[config.mk]
export PLATFORM = sky130hd
export DESIGN_NAME = json_string_escaper
export DESIGN_NICKNAME = d
export VERILOG_FILES = /design/src/hw/rtl/jse_pkg.sv /design/src/hw/rtl/jse_front.sv /design/src/hw/rtl/jse_fifo.sv /design/src/hw/rtl/jse_back.sv /design/src/hw/rtl/json_string_escaper.sv
export SDC_FILE = /design/constraint.sdc
export NUM_CORES = 1
export LEC_CHECK = 0
export BUFFER_PORTS_ARGS = -buffer_cell sky130_fd_sc_hd__clkbuf_2
export CORE_AREA = 5 5 91 93
export DETAILED_ROUTE_END_ITERATION = 12
export DIE_AREA = 0 0 96 98
export HOLD_SLACK_MARGIN = 0.02
export PLACE_DENSITY = 0.85
export SYNTH_ARGS = -nofsm -noshare
export SYNTH_HDL_FRONTEND = slang
export SYNTH_HIERARCHICAL = 1
export SYNTH_SLANG_ARGS = --single-unit
[constraint.sdc]
create_clock -name clk -period 4.85 [get_ports clk]
set_input_delay 0.97 -clock clk [delete_from_list [all_inputs] [get_ports clk]]
set_output_delay 0.97 -clock clk [all_outputs]
set_load 0.05 [all_outputs]
[src/hw/rtl/jse_pkg.sv]
// Shared types, character codes and helpers for the JSON string escaper.
`timescale 1ns / 1ps

package jse_pkg;

	localparam logic [7:0] CH_NUL       = 8'h00;
	localparam logic [7:0] CH_BS        = 8'h08;
	localparam logic [7:0] CH_TAB       = 8'h09;
	localparam logic [7:0] CH_LF        = 8'h0A;
	localparam logic [7:0] CH_FF        = 8'h0C;
	localparam logic [7:0] CH_CR        = 8'h0D;
	localparam logic [7:0] CH_SPACE     = 8'h20;
	localparam logic [7:0] CH_QUOTE     = 8'h22;
	localparam logic [7:0] CH_ZERO      = 8'h30;
	localparam logic [7:0] CH_BACKSLASH = 8'h5C;
	localparam logic [7:0] CH_LOW_B     = 8'h62;
	localparam logic [7:0] CH_LOW_F     = 8'h66;
	localparam logic [7:0] CH_LOW_N     = 8'h6E;
	localparam logic [7:0] CH_LOW_R     = 8'h72;
	localparam logic [7:0] CH_LOW_T     = 8'h74;
	localparam logic [7:0] CH_LOW_U     = 8'h75;

	localparam int JOB_LEN_W = 3;

	// one queued job: a plain byte, a two-byte escape, a \u00XX escape or the terminator
	typedef enum logic [1:0] {
		JOB_CHAR,
		JOB_SHORT,
		JOB_UNI,
		JOB_END
	} job_kind_t;

	typedef struct packed {
		job_kind_t  kind;
		logic [7:0] data; // CHAR/UNI: source byte, SHORT: escape letter, END: unused
	} job_t;

	localparam logic [7:0] HEX_LOWER [16] = '{
		8'h30, 8'h31, 8'h32, 8'h33, 8'h34, 8'h35, 8'h36, 8'h37,
		8'h38, 8'h39, 8'h61, 8'h62, 8'h63, 8'h64, 8'h65, 8'h66
	};

	function automatic logic [7:0] hex_digit(input logic [3:0] nib);
		return HEX_LOWER[nib];
	endfunction

	function automatic logic [JOB_LEN_W-1:0] job_len(input job_kind_t kind);
		logic [JOB_LEN_W-1:0] len;
		unique case (kind)
			JOB_CHAR:  len = JOB_LEN_W'(1);
			JOB_SHORT: len = JOB_LEN_W'(2);
			JOB_UNI:   len = JOB_LEN_W'(6);
			JOB_END:   len = JOB_LEN_W'(1);
			default:   len = JOB_LEN_W'(1);
		endcase
		return len;
	endfunction

endpackage

[src/hw/rtl/jse_front.sv]
// Front end: takes source bytes, classifies them, tracks the byte budget, queues jobs.
`timescale 1ns / 1ps

module jse_front import jse_pkg::*; #(
	parameter int MAX_CAPACITY = 255
) (
	input  logic       clk,
	input  logic       arst_n,
	input  logic       cfg_we,
	input  logic [7:0] cfg_wdata,
	input  logic       in_valid,
	input  logic [7:0] in_char,
	input  logic       q_full,
	output logic       in_ready,
	output logic       push,
	output job_t       push_job
);

	localparam logic [7:0] CAP_LIMIT = (MAX_CAPACITY > 255) ? 8'd255 : 8'(MAX_CAPACITY);

	logic [7:0] capacity_q;
	logic [7:0] count_q;
	logic       stopped_q;

	logic [7:0]           cap;
	logic                 take;
	job_t                 job;
	logic [JOB_LEN_W-1:0] len;
	logic [8:0]           sum;
	logic                 fits;

	assign in_ready = !q_full;
	assign take     = in_valid && in_ready;
	assign cap      = (capacity_q > CAP_LIMIT) ? CAP_LIMIT : capacity_q;

	always_comb begin
		job.data = in_char;
		unique case (in_char)
			CH_NUL: begin
				job.kind = JOB_END;
			end
			CH_QUOTE, CH_BACKSLASH: begin
				job.kind = JOB_SHORT;
			end
			CH_LF: begin
				job.kind = JOB_SHORT;
				job.data = CH_LOW_N;
			end
			CH_CR: begin
				job.kind = JOB_SHORT;
				job.data = CH_LOW_R;
			end
			CH_TAB: begin
				job.kind = JOB_SHORT;
				job.data = CH_LOW_T;
			end
			CH_BS: begin
				job.kind = JOB_SHORT;
				job.data = CH_LOW_B;
			end
			CH_FF: begin
				job.kind = JOB_SHORT;
				job.data = CH_LOW_F;
			end
			default: begin
				job.kind = (in_char < CH_SPACE) ? JOB_UNI : JOB_CHAR;
			end
		endcase
	end

	assign len  = job_len(job.kind);
	assign sum  = {1'b0, count_q} + 9'(len);
	assign fits = (sum <= {1'b0, cap});

	assign push_job = job;
	assign push     = take && ((job.kind == JOB_END) || (!stopped_q && fits));

	always_ff @(posedge clk or negedge arst_n) begin
		if (!arst_n) begin
			capacity_q <= 8'd159;
			count_q    <= '0;
			stopped_q  <= 1'b0;
		end else begin
			if (cfg_we) begin
				capacity_q <= cfg_wdata;
			end
			if (take) begin
				if (job.kind == JOB_END) begin
					count_q   <= '0;
					stopped_q <= 1'b0;
				end else if (!stopped_q) begin
					if (fits) begin
						count_q <= sum[7:0];
					end else begin
						stopped_q <= 1'b1;
					end
				end
			end
		end
	end

endmodule

[src/hw/rtl/jse_fifo.sv]
// Short job queue between the front and back ends.
`timescale 1ns / 1ps

module jse_fifo import jse_pkg::*; #(
	parameter int DEPTH = 4
) (
	input  logic clk,
	input  logic arst_n,
	input  logic push,
	input  job_t push_job,
	input  logic pop,
	output job_t head,
	output logic empty,
	output logic full
);

	localparam int PTR_W = (DEPTH > 1) ? $clog2(DEPTH) : 1;
	localparam int CNT_W = $clog2(DEPTH + 1);

	job_t             mem [DEPTH];
	logic [PTR_W-1:0] wr_ptr_q;
	logic [PTR_W-1:0] rd_ptr_q;
	logic [CNT_W-1:0] count_q;

	logic do_push;
	logic do_pop;

	assign empty   = (count_q == '0);
	assign full    = (count_q == CNT_W'(DEPTH));
	assign do_push = push && !full;
	assign do_pop  = pop && !empty;
	assign head    = mem[rd_ptr_q];

	always_ff @(posedge clk) begin
		if (do_push) begin
			mem[wr_ptr_q] <= push_job;
		end
	end

	always_ff @(posedge clk or negedge arst_n) begin
		if (!arst_n) begin
			wr_ptr_q <= '0;
			rd_ptr_q <= '0;
			count_q  <= '0;
		end else begin
			if (do_push) begin
				wr_ptr_q <= (wr_ptr_q == PTR_W'(DEPTH - 1)) ? '0 : wr_ptr_q + 1'b1;
			end
			if (do_pop) begin
				rd_ptr_q <= (rd_ptr_q == PTR_W'(DEPTH - 1)) ? '0 : rd_ptr_q + 1'b1;
			end
			if (do_push && !do_pop) begin
				count_q <= count_q + 1'b1;
			end else if (do_pop && !do_push) begin
				count_q <= count_q - 1'b1;
			end
		end
	end

endmodule

[src/hw/rtl/jse_back.sv]
// Back end: expands one queued job into its output words, one word per cycle while out_ready is high.
`timescale 1ns / 1ps

module jse_back import jse_pkg::*; (
	input  logic       clk,
	input  logic       arst_n,
	input  job_t       head,
	input  logic       q_empty,
	output logic       pop,
	output logic       out_valid,
	input  logic       out_ready,
	output logic [7:0] out_byte,
	output logic       out_last,
	output logic       out_end
);

	job_t                 cur_q;
	logic                 cur_valid_q;
	logic [JOB_LEN_W-1:0] idx_q;

	logic take;
	logic last;

	assign last      = (idx_q == job_len(cur_q.kind) - 1'b1);
	assign take      = cur_valid_q && out_ready;
	assign pop       = (!cur_valid_q || (take && last)) && !q_empty;
	assign out_valid = cur_valid_q;
	assign out_last  = last;
	assign out_end   = (cur_q.kind == JOB_END);

	always_comb begin
		unique case (cur_q.kind)
			JOB_CHAR: out_byte = cur_q.data;
			JOB_END:  out_byte = CH_NUL;
			JOB_SHORT: begin
				out_byte = (idx_q == '0) ? CH_BACKSLASH : cur_q.data;
			end
			JOB_UNI: begin
				case (idx_q)
					JOB_LEN_W'(0): out_byte = CH_BACKSLASH;
					JOB_LEN_W'(1): out_byte = CH_LOW_U;
					JOB_LEN_W'(4): out_byte = hex_digit(cur_q.data[7:4]);
					JOB_LEN_W'(5): out_byte = hex_digit(cur_q.data[3:0]);
					default:       out_byte = CH_ZERO;
				endcase
			end
			default: out_byte = CH_NUL;
		endcase
	end

	always_ff @(posedge clk) begin
		if (pop) begin
			cur_q <= head;
		end
	end

	always_ff @(posedge clk or negedge arst_n) begin
		if (!arst_n) begin
			cur_valid_q <= 1'b0;
			idx_q       <= '0;
		end else begin
			if (pop) begin
				cur_valid_q <= 1'b1;
				idx_q       <= '0;
			end else if (take && last) begin
				cur_valid_q <= 1'b0;
			end else if (take) begin
				idx_q <= idx_q + 1'b1;
			end
		end
	end

endmodule

[src/hw/rtl/json_string_escaper.sv]
// Top level of the JSON string escaper.
`timescale 1ns / 1ps

// Escapes a byte stream for use inside a JSON string. One source byte is
// accepted per cycle while the four-entry job queue has room; the output side
// sends one word per cycle while m_tready is high, and input keeps flowing
// into the queue while escapes drain. Quote, backslash and the common control
// bytes get short escapes, other bytes below 0x20 get \u00XX in lower-case
// hex. Each string may emit at most min(capacity, MAX_CAPACITY) bytes; the
// first byte whose output does not fit is dropped along with the rest of the
// string. A zero byte emits the terminator (tuser set) and starts a new
// string. m_tlast marks the last word produced by each source byte. capacity
// resets to 159 and is written through cfg_we/cfg_wdata; the user must write
// it only while the block is idle, the block itself does not enforce this.
module json_string_escaper import jse_pkg::*; #(
	parameter int MAX_CAPACITY = 255
) (
	input  logic       clk,
	input  logic       arst_n,
	input  logic       cfg_we,
	input  logic [7:0] cfg_wdata,  // capacity
	input  logic       s_tvalid,
	output logic       s_tready,
	input  logic [7:0] s_tdata,    // [7:0] char_in
	output logic       m_tvalid,
	input  logic       m_tready,
	output logic [7:0] m_tdata,    // [7:0] out_byte
	output logic       m_tlast,    // run_last
	output logic       m_tuser     // [0] string_end
);

	logic push;
	job_t push_job;
	logic pop;
	job_t head;
	logic q_empty;
	logic q_full;

	jse_front #(
		.MAX_CAPACITY(MAX_CAPACITY)
	) u_front (
		.clk      (clk),
		.arst_n   (arst_n),
		.cfg_we   (cfg_we),
		.cfg_wdata(cfg_wdata),
		.in_valid (s_tvalid),
		.in_char  (s_tdata),
		.q_full   (q_full),
		.in_ready (s_tready),
		.push     (push),
		.push_job (push_job)
	);

	jse_fifo #(
		.DEPTH(4)
	) u_fifo (
		.clk     (clk),
		.arst_n  (arst_n),
		.push    (push),
		.push_job(push_job),
		.pop     (pop),
		.head    (head),
		.empty   (q_empty),
		.full    (q_full)
	);

	jse_back u_back (
		.clk      (clk),
		.arst_n   (arst_n),
		.head     (head),
		.q_empty  (q_empty),
		.pop      (pop),
		.out_valid(m_tvalid),
		.out_ready(m_tready),
		.out_byte (m_tdata),
		.out_last (m_tlast),
		.out_end  (m_tuser)
	);

endmodule

==> metrics.md, run 1 <==
| Metric | Value |
|---|---|
| I/O pins | `33` |
| Pre-antenna DRT Iters | `4` |
| Cell Pwr Density | `around 510 mW/mm²` |
| Die width | `96 µm` |
| Vias in the first global route | `between 3k and 4k` |
| Min-Delay Path Depth | `2` |
| Slew headroom | `a little over half` |
| Final instance area | `0.00529 mm²` |
| Initial antenna violation count | `0` |
| Crit Path Max Fanout | `3` |
| Final worst setup slack | `-0.317 ns` |
| R2R setup slack | `approximately 0.9 ns` |
| Area grow syn2layout | `23.6%` |
| CP Class | `input pin to register` |
| Clk_skew | `approximately 0.011 ns` |
| Hold Crit Class | `register to register` |
| Row cnt | `32` |
| Area fraction of the dominant cell type after synthesis | `a little over a third` |
| GPL Wtd Cong | `~0.88` |
| WHS Endpoint | `u_front/capacity_q[1]$_DFFE_PN1P_` |
| DR WL/cell | `between 15 and 20 µm` |
| Total Routing Usage GR | `about a fifth` |
| Worst Reg-to-Reg Cells | `21` |
| Final ANT Viol Nets | `0` |
| Die Y | `slightly below 100 µm` |
| DRT iter0 DRCs | `186` |
| Gr ovfl total | `0` |
| Outcome | `finished with violations` |
| Yosys top cell by area | `edfxtp_1` |
| Routed WL | `9240 µm` |
| Cells after Synth | `361` |
| Hold Crit Start | `u_front/capacity_q[1]$_DFFE_PN1P_` |
| Syn Nets | `approximately 410` |
| Crit path launch | `s_tdata[0]` |
| Post-DP HPWL | `6210 µm` |
| Crit Reg-Reg Startpoint | `u_front/count_q[0]$_DFFE_PN0P_` |
| Detailed-route via count | `roughly 3.1k` |
| Vias/cell | `5.69` |
| Synth cell types | `58` |
| Netlist Area Pre-Place | `between 0.004 and 0.005 mm²` |
| Longest Clk Path Bufs | `2` |
| Clk slew on worst S/H paths | `0.08 ns` |
| PortBufs | `32` |
| Top_reg_cell synth | `edfxtp_1` |
| Drc violations | `0` |
| Flops & latches, synth | `78` |
| Fillers | `roughly 500` |
| CTS buffer count | `9` |
| Worst vdd ir | `0.000353 V` |
| Max_cap viols | `0` |
| NumNets Final | `about 490` |
| Failing checks | `negative setup slack` |
| CP endpoint kind | `register` |
| Post-synth EDFFs | `50` |
| Final Max Tran Viols | `0` |
| Crit path time final | `between 5 and 6 ns` |
| Synth warnings | `6` |
| Async S/R FF share, synth | `a little over a third` |
| Slew @ Worst Pin | `0.708 ns` |
| Worst r2r dst | `u_fifo/count_q[2]$_DFFE_PN0P_` |
| DP Worst Slack | `-0.767 ns` |
| Initial Util | `57.4%` |
| Clock latency on the worst-skew pair | `about 0.33 ns` |
| Ant diodes | `0` |
| Fin. Hold Viols | `0` |
| Worst hold slack | `approximately 0.52 ns` |
| RSZ-0062 raised after global routing | `yes` |
| CTS root buf | `clkbuf_8` |
| Top cells by area, synth | `edfxtp_1, dfrtp_1, ha_1` |
| Worst Path Required | `approximately 5.1 ns` |
| Average size of a mapped cell | `11.8 µm²` |
| Area of the die | `between 0.009 and 0.01 mm²` |
| # H-tree levels | `3` |
| Maximum clock rate | `~190 MHz` |
| Tcrit/Tclk final | `107%` |
| Pin count of the biggest net entering global routing | `29` |
| CP Data Arrival Time | `~5.4 ns` |
| Core area | `0.00745 mm²` |
| Final setup fails | `44` |
| Sequential fraction of the synthesis area | `51.7%` |
| Clk sinks | `just under 80` |
| Startpoint type of the worst setup path | `input pin` |
| First-pass GRT wire length | `14600 µm` |
| TritonCTS clock tree | `built` |
| Layout cells sized above 1 | `36.2%` |
| Leak | `roughly 2.2 nW` |
| Placed cell areas | `just under 0.005 mm²` |
[flip-flops by register name, summed over array words and instances, names as in the netlist]
register and cells:
u_fifo/mem 40, u_back/cur_q 10, u_front/capacity_q 8, u_front/count_q 8, u_back/idx_q 3, u_fifo/count_q 3, u_fifo/rd_ptr_q 2, u_fifo/wr_ptr_q 2
u_back/out_valid 1, u_front/stopped_q 1
[layout by cell type (no fill, tap or decap), types with 6 or more instances in the layout]
cell type,count
edfxtp_1,50
nor2_1,11
a21oi_1,8
o21ai_0,22
buf_6,6
ha_1,24
clkbuf_2,30
inv_1,29
dfrtp_1,22
nand3_1,10
clkbuf_8,9
nand2_1,27
xnor2_1,7
dfstp_2,6
buf_4,43
mux4_2,10
and2_4,9
nor2b_1,7
[synth_stat cells (all sizes together) (7+ instances only)]
cell and instances:
edfxtp 50, inv 33, nand2 29, ha 28
o21ai 24, dfrtp 22, nor2 14, nand3 12
a21oi 10, mux4 10, nor2b 9, xnor2 8
buf 7
[power by group]
group	leakage, nW	switching [mW]	internal [mW]
combinational	1.30	0.633	0.593
clock	0.0899	0.223	0.236
sequential	0.770	0.172	0.856
[worst max path at each step]
stage	slack [ns]	end
after floorplan	-0.48	u_fifo/count_q[2]$_DFFE_PN0P_
after global placement	-0.52	u_fifo/count_q[2]$_DFFE_PN0P_
final	-0.32	u_fifo/count_q[2]$_DFFE_PN0P_
after detailed placement	-0.77	u_fifo/count_q[2]$_DFFE_PN0P_
after CTS	-0.17	u_fifo/count_q[2]$_DFFE_PN0P_
after global routing	-0.50	u_fifo/count_q[2]$_DFFE_PN0P_
[worst max-delay path, stage by stage]
cell	delay, ns
buf_6	0.09
or2_4	0.25
nor2_4	0.09
nand2_2	0.07
and2_4	0.16
nor4_4	0.29
buf_4	0.17
ha_4	0.18
a21o_1	0.18
a21oi_2	0.20
nor2_2	0.08
nand3_2	0.10
xnor2_2	0.16
ha_1	0.32
nand3_2	0.11
buf_6	0.11
a211oi_4	0.04
a2111oi_4	0.33
o221ai_2	0.15
a21o_2	0.22
inv_2	0.05
nor2b_4	0.16
ha_4	0.15
inv_2	0.04
fa_2	0.34
xor2_1	0.14
nor2_1	0.13
xor2_1	0.14
[final cells by class]
class | count | area (µm²) | area share, %
Sequential cell | 78 | 2210 | 41.8
Multi-Input combinational cell | 242 | 2100 | 39.6
Timing Repair Buffer | 79 | 541 | 10.2
Clock buffer | 10 | 128 | 2.41
Tap cell | 102 | 128 | 2.41
Inverter | 33 | 124 | 2.34
Clock inverter | 6 | 62.6 | 1.18
[timing repair]
action	in CTS	in global routing
buffers inserted	6	9
endpoints found under the setup margin	45	45
gates cloned	0	4
hold buffers	0	0
gates resized for setup	15	22
pin swaps	13	20
[routing by layer]
layer  track usage, %  routed length [µm]
met4             6.89                 163
met1             24.9                3680
met2             34.4                5030
met3             3.31                 361
met5                0                   0
[cells by family (layout without fill, tap and decap cells)]
logic type / after synthesis / count (layout) / share of synthesized area [%]
compound gates: 82 / 82 / 13.6
simple gates: 96 / 100 / 11.5
flops: 78 / 78 / 51.7
fa+ha+maj: 30 / 30 / 9.13
buf+inv: 45 / 128 / 4.18
mux: 19 / 19 / 7.72
xor+xnor: 11 / 11 / 2.25
[per-stage QoR]
| step | util (%) | total power, mW | TNS (ns) | std cells |
|---|---|---|---|---|
| after floorplan | - | 1.80 | -4.44 | 361 |
| after global placement | 64.9 | 2.05 | -15.80 | 516 |
| after detailed placement | 64.9 | 2.12 | -25.77 | 516 |
| after CTS | 68.6 | 2.62 | -0.300 | 538 |
| after global routing | 71.0 | 2.89 | -10.20 | 550 |
| final | 71.0 | 2.71 | -4.31 | 550 |
Power figures use the tool's default switching activity.
==> run 2, diff against run 1 <==
CORE_AREA = 5 5 99 101   (was 5 5 91 93)
DIE_AREA = 0 0 104 106   (was 0 0 96 98)
PLACE_DENSITY = 0.74   (was 0.85)
==> metrics.md, run 2 (synthesized netlist as in run 1, its figures left out) <==
| Metric | Value |
|---|---|
| Die Y | `about 110 µm` |
| Most common cell after layout, fill and taps aside | `edfxtp_1` |
| Family with the most delay on the worst path | `simple AND/OR/NAND/NOR gates` |
| Pin count of the biggest net entering global routing | `29` |
| Crit Reg-Reg Startpoint | `u_front/count_q[0]$_DFFE_PN0P_` |
| Non-Filler Instances | `roughly 550` |
| DP Worst Slack | `-0.641 ns` |
| Drc violations | `0` |
| Max_cap viols | `0` |
| Total power draw | `roughly 2.6 mW` |
| Pre-antenna DRT Iters | `4` |
| Core area | `slightly below 0.009 mm²` |
| Slew @ Worst Pin | `0.724 ns` |
| Clk slew on worst S/H paths | `roughly 0.080 ns` |
| Worst Reg-to-Reg Cells | `19` |
| Detailed-route via count | `between 2k and 3k` |
| I/O pins | `33` |
| DRT iter0 DRCs | `75` |
| Crit path time final | `4.97 ns` |
| Startpoint type of the worst setup path | `input pin` |
| Area grow syn2layout | `21.3%` |
| TritonCTS clock tree | `built` |
| Post-DP HPWL | `~6200 µm` |
| CP endpoint kind | `register` |
| Maximum clock rate | `about 200 MHz` |
| Gr ovfl total | `0` |
| Leak | `around 2.1 nW` |
| Layout cells sized above 1 | `about a third` |
| Ant diodes | `0` |
| Worst vdd ir | `0.000326 V` |
| Final Max Tran Viols | `0` |
| Cell Pwr Density | `500 mW/mm²` |
| WP buf/inv | `4` |
| Biggest register | `u_fifo/mem` |
| Routed WL | `~8300 µm` |
| Clock latency on the worst-skew pair | `0.34 ns` |
| PortBufs | `32` |
| Crit path to | `u_fifo/count_q[2]$_DFFE_PN0P_` |
| Vias in the first global route | `about 3.0k` |
| Tcrit/Tclk final | `103%` |
| Area of the die | `around 0.011 mm²` |
| Fin. Hold Viols | `0` |
| Initial Util | `a little under half` |
| Clk_skew | `0.00725 ns` |
| Vias/cell | `between 5 and 6` |
| NumNets Final | `~490` |
| Row cnt | `35` |
| R2R setup slack | `~0.96 ns` |
| Final setup fails | `2` |
| Cell Chain, Critical Path | `buf_6, or2_4, nor2_4, nand2_2, and2_4, nor4_4, inv_2, fa_2, nor2b_4, o2111ai_4, xnor2_2, ha_1, a21o_1, a2111oi_4, o221ai_2, a21o_2, inv_2, nor2b_4, ha_4, inv_2, fa_2, xor2_1, nor2_1, xor2_1` |
| Failing checks | `negative setup slack` |
| CP Data Arrival Time | `5.20 ns` |
| Top Registers | `u_fifo/mem: 40 flops, u_back/cur_q: 10 flops` |
| # H-tree levels | `3` |
| CTS root buf | `clkbuf_8` |
| Clk sinks | `78` |
| Longest Clk Path Bufs | `2` |
| Post-CTS Hold Fix Bufs | `0` |
| Max reg flops | `40` |
| Most frequent cells in the layout | `edfxtp_1, buf_4, clkbuf_2` |
| Outcome | `finished with violations` |
| Initial antenna violation count | `0` |
| Most used cell, CP | `inv_2` |
| Die width | `104 µm` |
| GPL Wtd Cong | `between 0.8 and 0.9` |
| Critical path depth | `24` |
| RSZ-0062 raised after global routing | `yes` |
| Crit Path Max Fanout | `2` |
| Hold Crit Class | `register to register` |
| Crit path launch | `s_tdata[2]` |
| Largest stage delay on the critical path | `0.38 ns` |
| Final ANT Viol Nets | `0` |
| Total Routing Usage GR | `between 15 and 20%` |
| Worst Path Required | `5.08 ns` |
| CP Class | `input pin to register` |
| Final worst setup slack | `-0.123 ns` |
| Cell count after placement | `approximately 530` |
| DR WL/cell | `between 15 and 20 µm` |
| Slew headroom | `approximately half` |
| Worst r2r dst | `u_fifo/count_q[2]$_DFFE_PN0P_` |
| CTS buffer count | `9` |
| Critical path's slowest cell | `fa_2` |
| First-pass GRT wire length | `around 14000 µm` |
-- run 2: worst register-to-register path: cells and delay by family (launching register included) --
kind,cells,cell delay (ns)
adder cells (fa/ha/maj),5,1.33
AO/OA/AOI/OAI,5,1.07
flip-flops,1,0.40
buffers and inverters,3,0.11
AND/OR/NAND/NOR,3,0.39
XOR/XNOR,3,0.47
-- run 2: power by group --
group / internal [mW] / switching (mW)
Clock: 0.183 / 0.223
Sequential: 0.856 / 0.169
Combinational: 0.569 / 0.591
Total: 1.61 / 0.983
-- run 2: cell type report --
cell class                 instances  area, µm²
sequential                        78       2210
clock buffer                      11        131
tap                              111        139
fill                             735       3750
inverter                          33        124
multi-input combinational        242       2080
timing repair buffer              72        470
clock inverter                     5       28.8
-- run 2: per-layer routing --
layer	track usage (%)	wire (µm)	vias to the layer above
met5	0	0	-
met4	6.38	108	0
met3	3.04	265	12
met2	26.7	4330	50
met1	19.8	3640	1436
li1	-	-	1482
-- run 2: worst min-delay path by stage --
stage,from,end,cells after the start,slack [ns]
2_1_floorplan,u_front/stopped_q$_DFFE_PN0P_,u_front/stopped_q$_DFFE_PN0P_,2,0.45
3_3_place_gp,u_front/stopped_q$_DFFE_PN0P_,u_front/stopped_q$_DFFE_PN0P_,2,0.48
3_5_place_dp,u_front/stopped_q$_DFFE_PN0P_,u_front/stopped_q$_DFFE_PN0P_,2,0.48
4_1_cts,u_front/stopped_q$_DFFE_PN0P_,u_front/stopped_q$_DFFE_PN0P_,2,0.50
5_1_grt,u_front/capacity_q[2]$_DFFE_PN1P_,u_front/capacity_q[2]$_DFFE_PN1P_,2,0.54
6_report,u_front/stopped_q$_DFFE_PN0P_,u_front/stopped_q$_DFFE_PN0P_,2,0.50
-- run 2: what timing repair did --
item                                    CTS  global route
gates cloned                              0             4
resized for setup                        13            14
endpoints found under the setup margin   42            42
setup buffers                             4             4
pin swaps                                16             7
-- run 2: stage by stage --
step | area, µm² | hold WS, ns | TNS [ns] | utilization [%]
3_5_place_dp | 4840 | 0.485 | -21.05 | 54.2
6_report | 5190 | 0.496 | -0.219 | 58.1
2_1_floorplan | 4350 | 0.450 | -4.44 | -
3_3_place_gp | 4840 | 0.476 | -17.25 | 54.2
5_1_grt | 5190 | 0.544 | -1.45 | 58.1
4_1_cts | 5090 | 0.501 | 0 | 57.0
==> run 3, diff against run 2 <==
CORE_AREA = 5 5 109 111   (was 5 5 99 101)
DIE_AREA = 0 0 114 116   (was 0 0 104 106)
PLACE_DENSITY = 0.64   (was 0.74)
==> metrics.md, run 3 (synthesized netlist as in run 1, its figures left out) <==
| Metric | Value |
|---|---|
| Tcrit/Tclk final | `103%` |
| Die width | `between 100 and 150 µm` |
| Drc violations | `0` |
| Max reg flops | `40` |
| Crit Reg-Reg Startpoint | `u_front/count_q[0]$_DFFE_PN0P_` |
| DR WL/cell | `14.1 µm` |
| RSZ-0062 raised after global routing | `yes` |
| Most common cell after layout, fill and taps aside | `edfxtp_1` |
| CP endpoint kind | `register` |
| Leak | `approximately 2.1 nW` |
| Top Registers | `u_fifo/mem: 40 flops, u_back/cur_q: 10 flops` |
| Area grow syn2layout | `23.2%` |
| Worst vdd ir | `~0.00025 V` |
| DRT iter0 DRCs | `between 150 and 200` |
| Outcome | `finished with violations` |
| Slew @ Worst Pin | `about 0.75 ns` |
| Failing checks | `negative setup slack` |
| Hold Crit Class | `register to register` |
| Initial antenna violation count | `0` |
| I/O pins | `33` |
| GPL Wtd Cong | `between 0.8 and 0.9` |
| Slew headroom | `between 40% and 50%` |
| Final ANT Viol Nets | `0` |
| Most frequent cells in the layout | `edfxtp_1, buf_4, clkbuf_2` |
| Total Routing Usage GR | `~13%` |
| Vias in the first global route | `2967` |
| Hold Crit Start | `u_front/stopped_q$_DFFE_PN0P_` |
| Placed cell areas | `around 0.0050 mm²` |
| Row cnt | `38` |
| Vias/cell | `5.13` |
| PortBufs | `32` |
| Setup TNS Final | `-0.286 ns` |
| Worst Reg-to-Reg Cells | `20` |
| TritonCTS clock tree | `built` |
| Biggest register | `u_fifo/mem` |
| Crit Path Max Fanout | `2` |
| Die Y | `between 100 and 150 µm` |
| Area of the die | `between 0.01 and 0.015 mm²` |
| Cell Pwr Density | `just under 500 mW/mm²` |
| Max_cap viols | `0` |
| Layout cells sized above 1 | `about a third` |
| First-pass GRT wire length | `~14000 µm` |
| Clock latency on the worst-skew pair | `0.34 ns` |
| Core area | `0.0107 mm²` |
| Non-Filler Instances | `slightly below 600` |
| # H-tree levels | `3` |
| CP Data Arrival Time | `5.28 ns` |
| Worst r2r dst | `u_fifo/count_q[2]$_DFFE_PN0P_` |
| Routed WL | `between 8000 and 9000 µm` |
| Final Max Tran Viols | `0` |
| Detailed-route via count | `roughly 3.0k` |
| Worst hold slack | `between 0.5 and 0.6 ns` |
| Clk sinks | `between 70 and 80` |
| Maximum clock rate | `around 200 MHz` |
| Clk slew on worst S/H paths | `0.09 ns` |
| R2R setup slack | `0.91 ns` |
| Final setup fails | `2` |
| Cell count after placement | `557` |
| NumNets Final | `486` |
| Gr ovfl total | `0` |
| Post-DP HPWL | `5950 µm` |
| WHS Endpoint | `u_front/stopped_q$_DFFE_PN0P_` |
| CP Class | `input pin to register` |
| Min-Delay Path Depth | `2` |
| Initial Util | `between 30% and 40%` |
| Final instance area | `0.00527 mm²` |
| DP Worst Slack | `-0.616 ns` |
| Ant diodes | `0` |
| CTS buffer count | `9` |
| Crit path time final | `5.02 ns` |
| Pin count of the biggest net entering global routing | `29` |
| Final worst setup slack | `-0.169 ns` |
| Fin. Hold Viols | `0` |
| Clk_skew | `between 0.007 and 0.008 ns` |
| CTS root buf | `clkbuf_8` |
| Startpoint type of the worst setup path | `input pin` |
| Pre-antenna DRT Iters | `6` |
| Worst Path Required | `roughly 5 ns` |
| Longest Clk Path Bufs | `2` |
[run 3: cell count changes in the layout (fill, tap and decap cells not counted), sizes merged]
cell,delta
inv,+3
buf,+2
clkbuf,-1
clkinvlp,+1
clkinv,-2
and2,-4
[run 3: cell type report]
| class | count | area, µm² |
|---|---|---|
| Sequential cell | 78 | 2210 |
| Tap cell | 140 | 175 |
| Multi-Input combinational cell | 238 | 2020 |
| Inverter | 33 | 124 |
| Clock buffer | 9 | 124 |
| Fill cell | 954 | 5430 |
| Timing Repair Buffer | 75 | 561 |
| Clock inverter | 7 | 55.1 |
[run 3: worst max path at each step]
stage | depth (start not counted) | slack (ns) | from | to
3_3_place_gp | 28 | -0.53 | s_tdata[2] | u_fifo/count_q[2]$_DFFE_PN0P_
5_1_grt | 27 | -0.39 | s_tdata[2] | u_fifo/count_q[2]$_DFFE_PN0P_
3_5_place_dp | 28 | -0.62 | s_tdata[2] | u_fifo/count_q[2]$_DFFE_PN0P_
6_report | 25 | -0.17 | s_tdata[2] | u_fifo/count_q[2]$_DFFE_PN0P_
4_1_cts | 25 | -0.10 | s_tdata[2] | u_fifo/count_q[2]$_DFFE_PN0P_
2_1_floorplan | 26 | -0.48 | s_tdata[2] | u_fifo/count_q[2]$_DFFE_PN0P_
[run 3: what timing repair did]
item                                    4_1_cts  5_1_grt
hold buffers                                  0        0
pin swaps                                    17       17
gates resized for setup                      10        9
gates cloned                                  0        1
endpoints found under the setup margin       40       42
setup buffers                                 4        2
[run 3: per-layer routing]
metal | vias up | GRT usage (%) | wire (µm)
li1 | 1478 | - | -
met1 | 1428 | 16.9 | 3880
met2 | 60 | 21.6 | 3870
met3 | 7 | 2.87 | 312
met4 | 0 | 3.96 | 91
met5 | - | 0 | 0
[run 3: worst max-delay path: stages]
cell	delay, ns
buf_6	0.09
or2_4	0.25
nor2_4	0.09
nand2_2	0.07
and2_4	0.15
nor4_4	0.29
inv_2	0.10
fa_2	0.38
nor2b_4	0.13
o2111ai_2	0.17
xnor2_1	0.17
ha_1	0.33
a21o_1	0.20
a2111oi_4	0.36
o221ai_2	0.14
a21o_2	0.21
inv_2	0.04
nor2b_4	0.12
buf_6	0.10
ha_4	0.13
inv_2	0.03
fa_2	0.33
xor2_1	0.14
nor2_1	0.14
xor2_1	0.15
[run 3: metrics by stage]
stage | utilization, % | power [mW]
2_1_floorplan | - | 1.80
6_report | 49.3 | 2.61
5_1_grt | 49.3 | 2.80
3_5_place_dp | 46.3 | 2.12
4_1_cts | 48.6 | 2.60
3_3_place_gp | 46.3 | 2.09
[run 3: power breakdown]
part | switching (mW) | total, mW | internal [mW]
registers | 0.164 | 1.02 | 0.855
clock network | 0.248 | 0.440 | 0.192
logic | 0.578 | 1.15 | 0.573
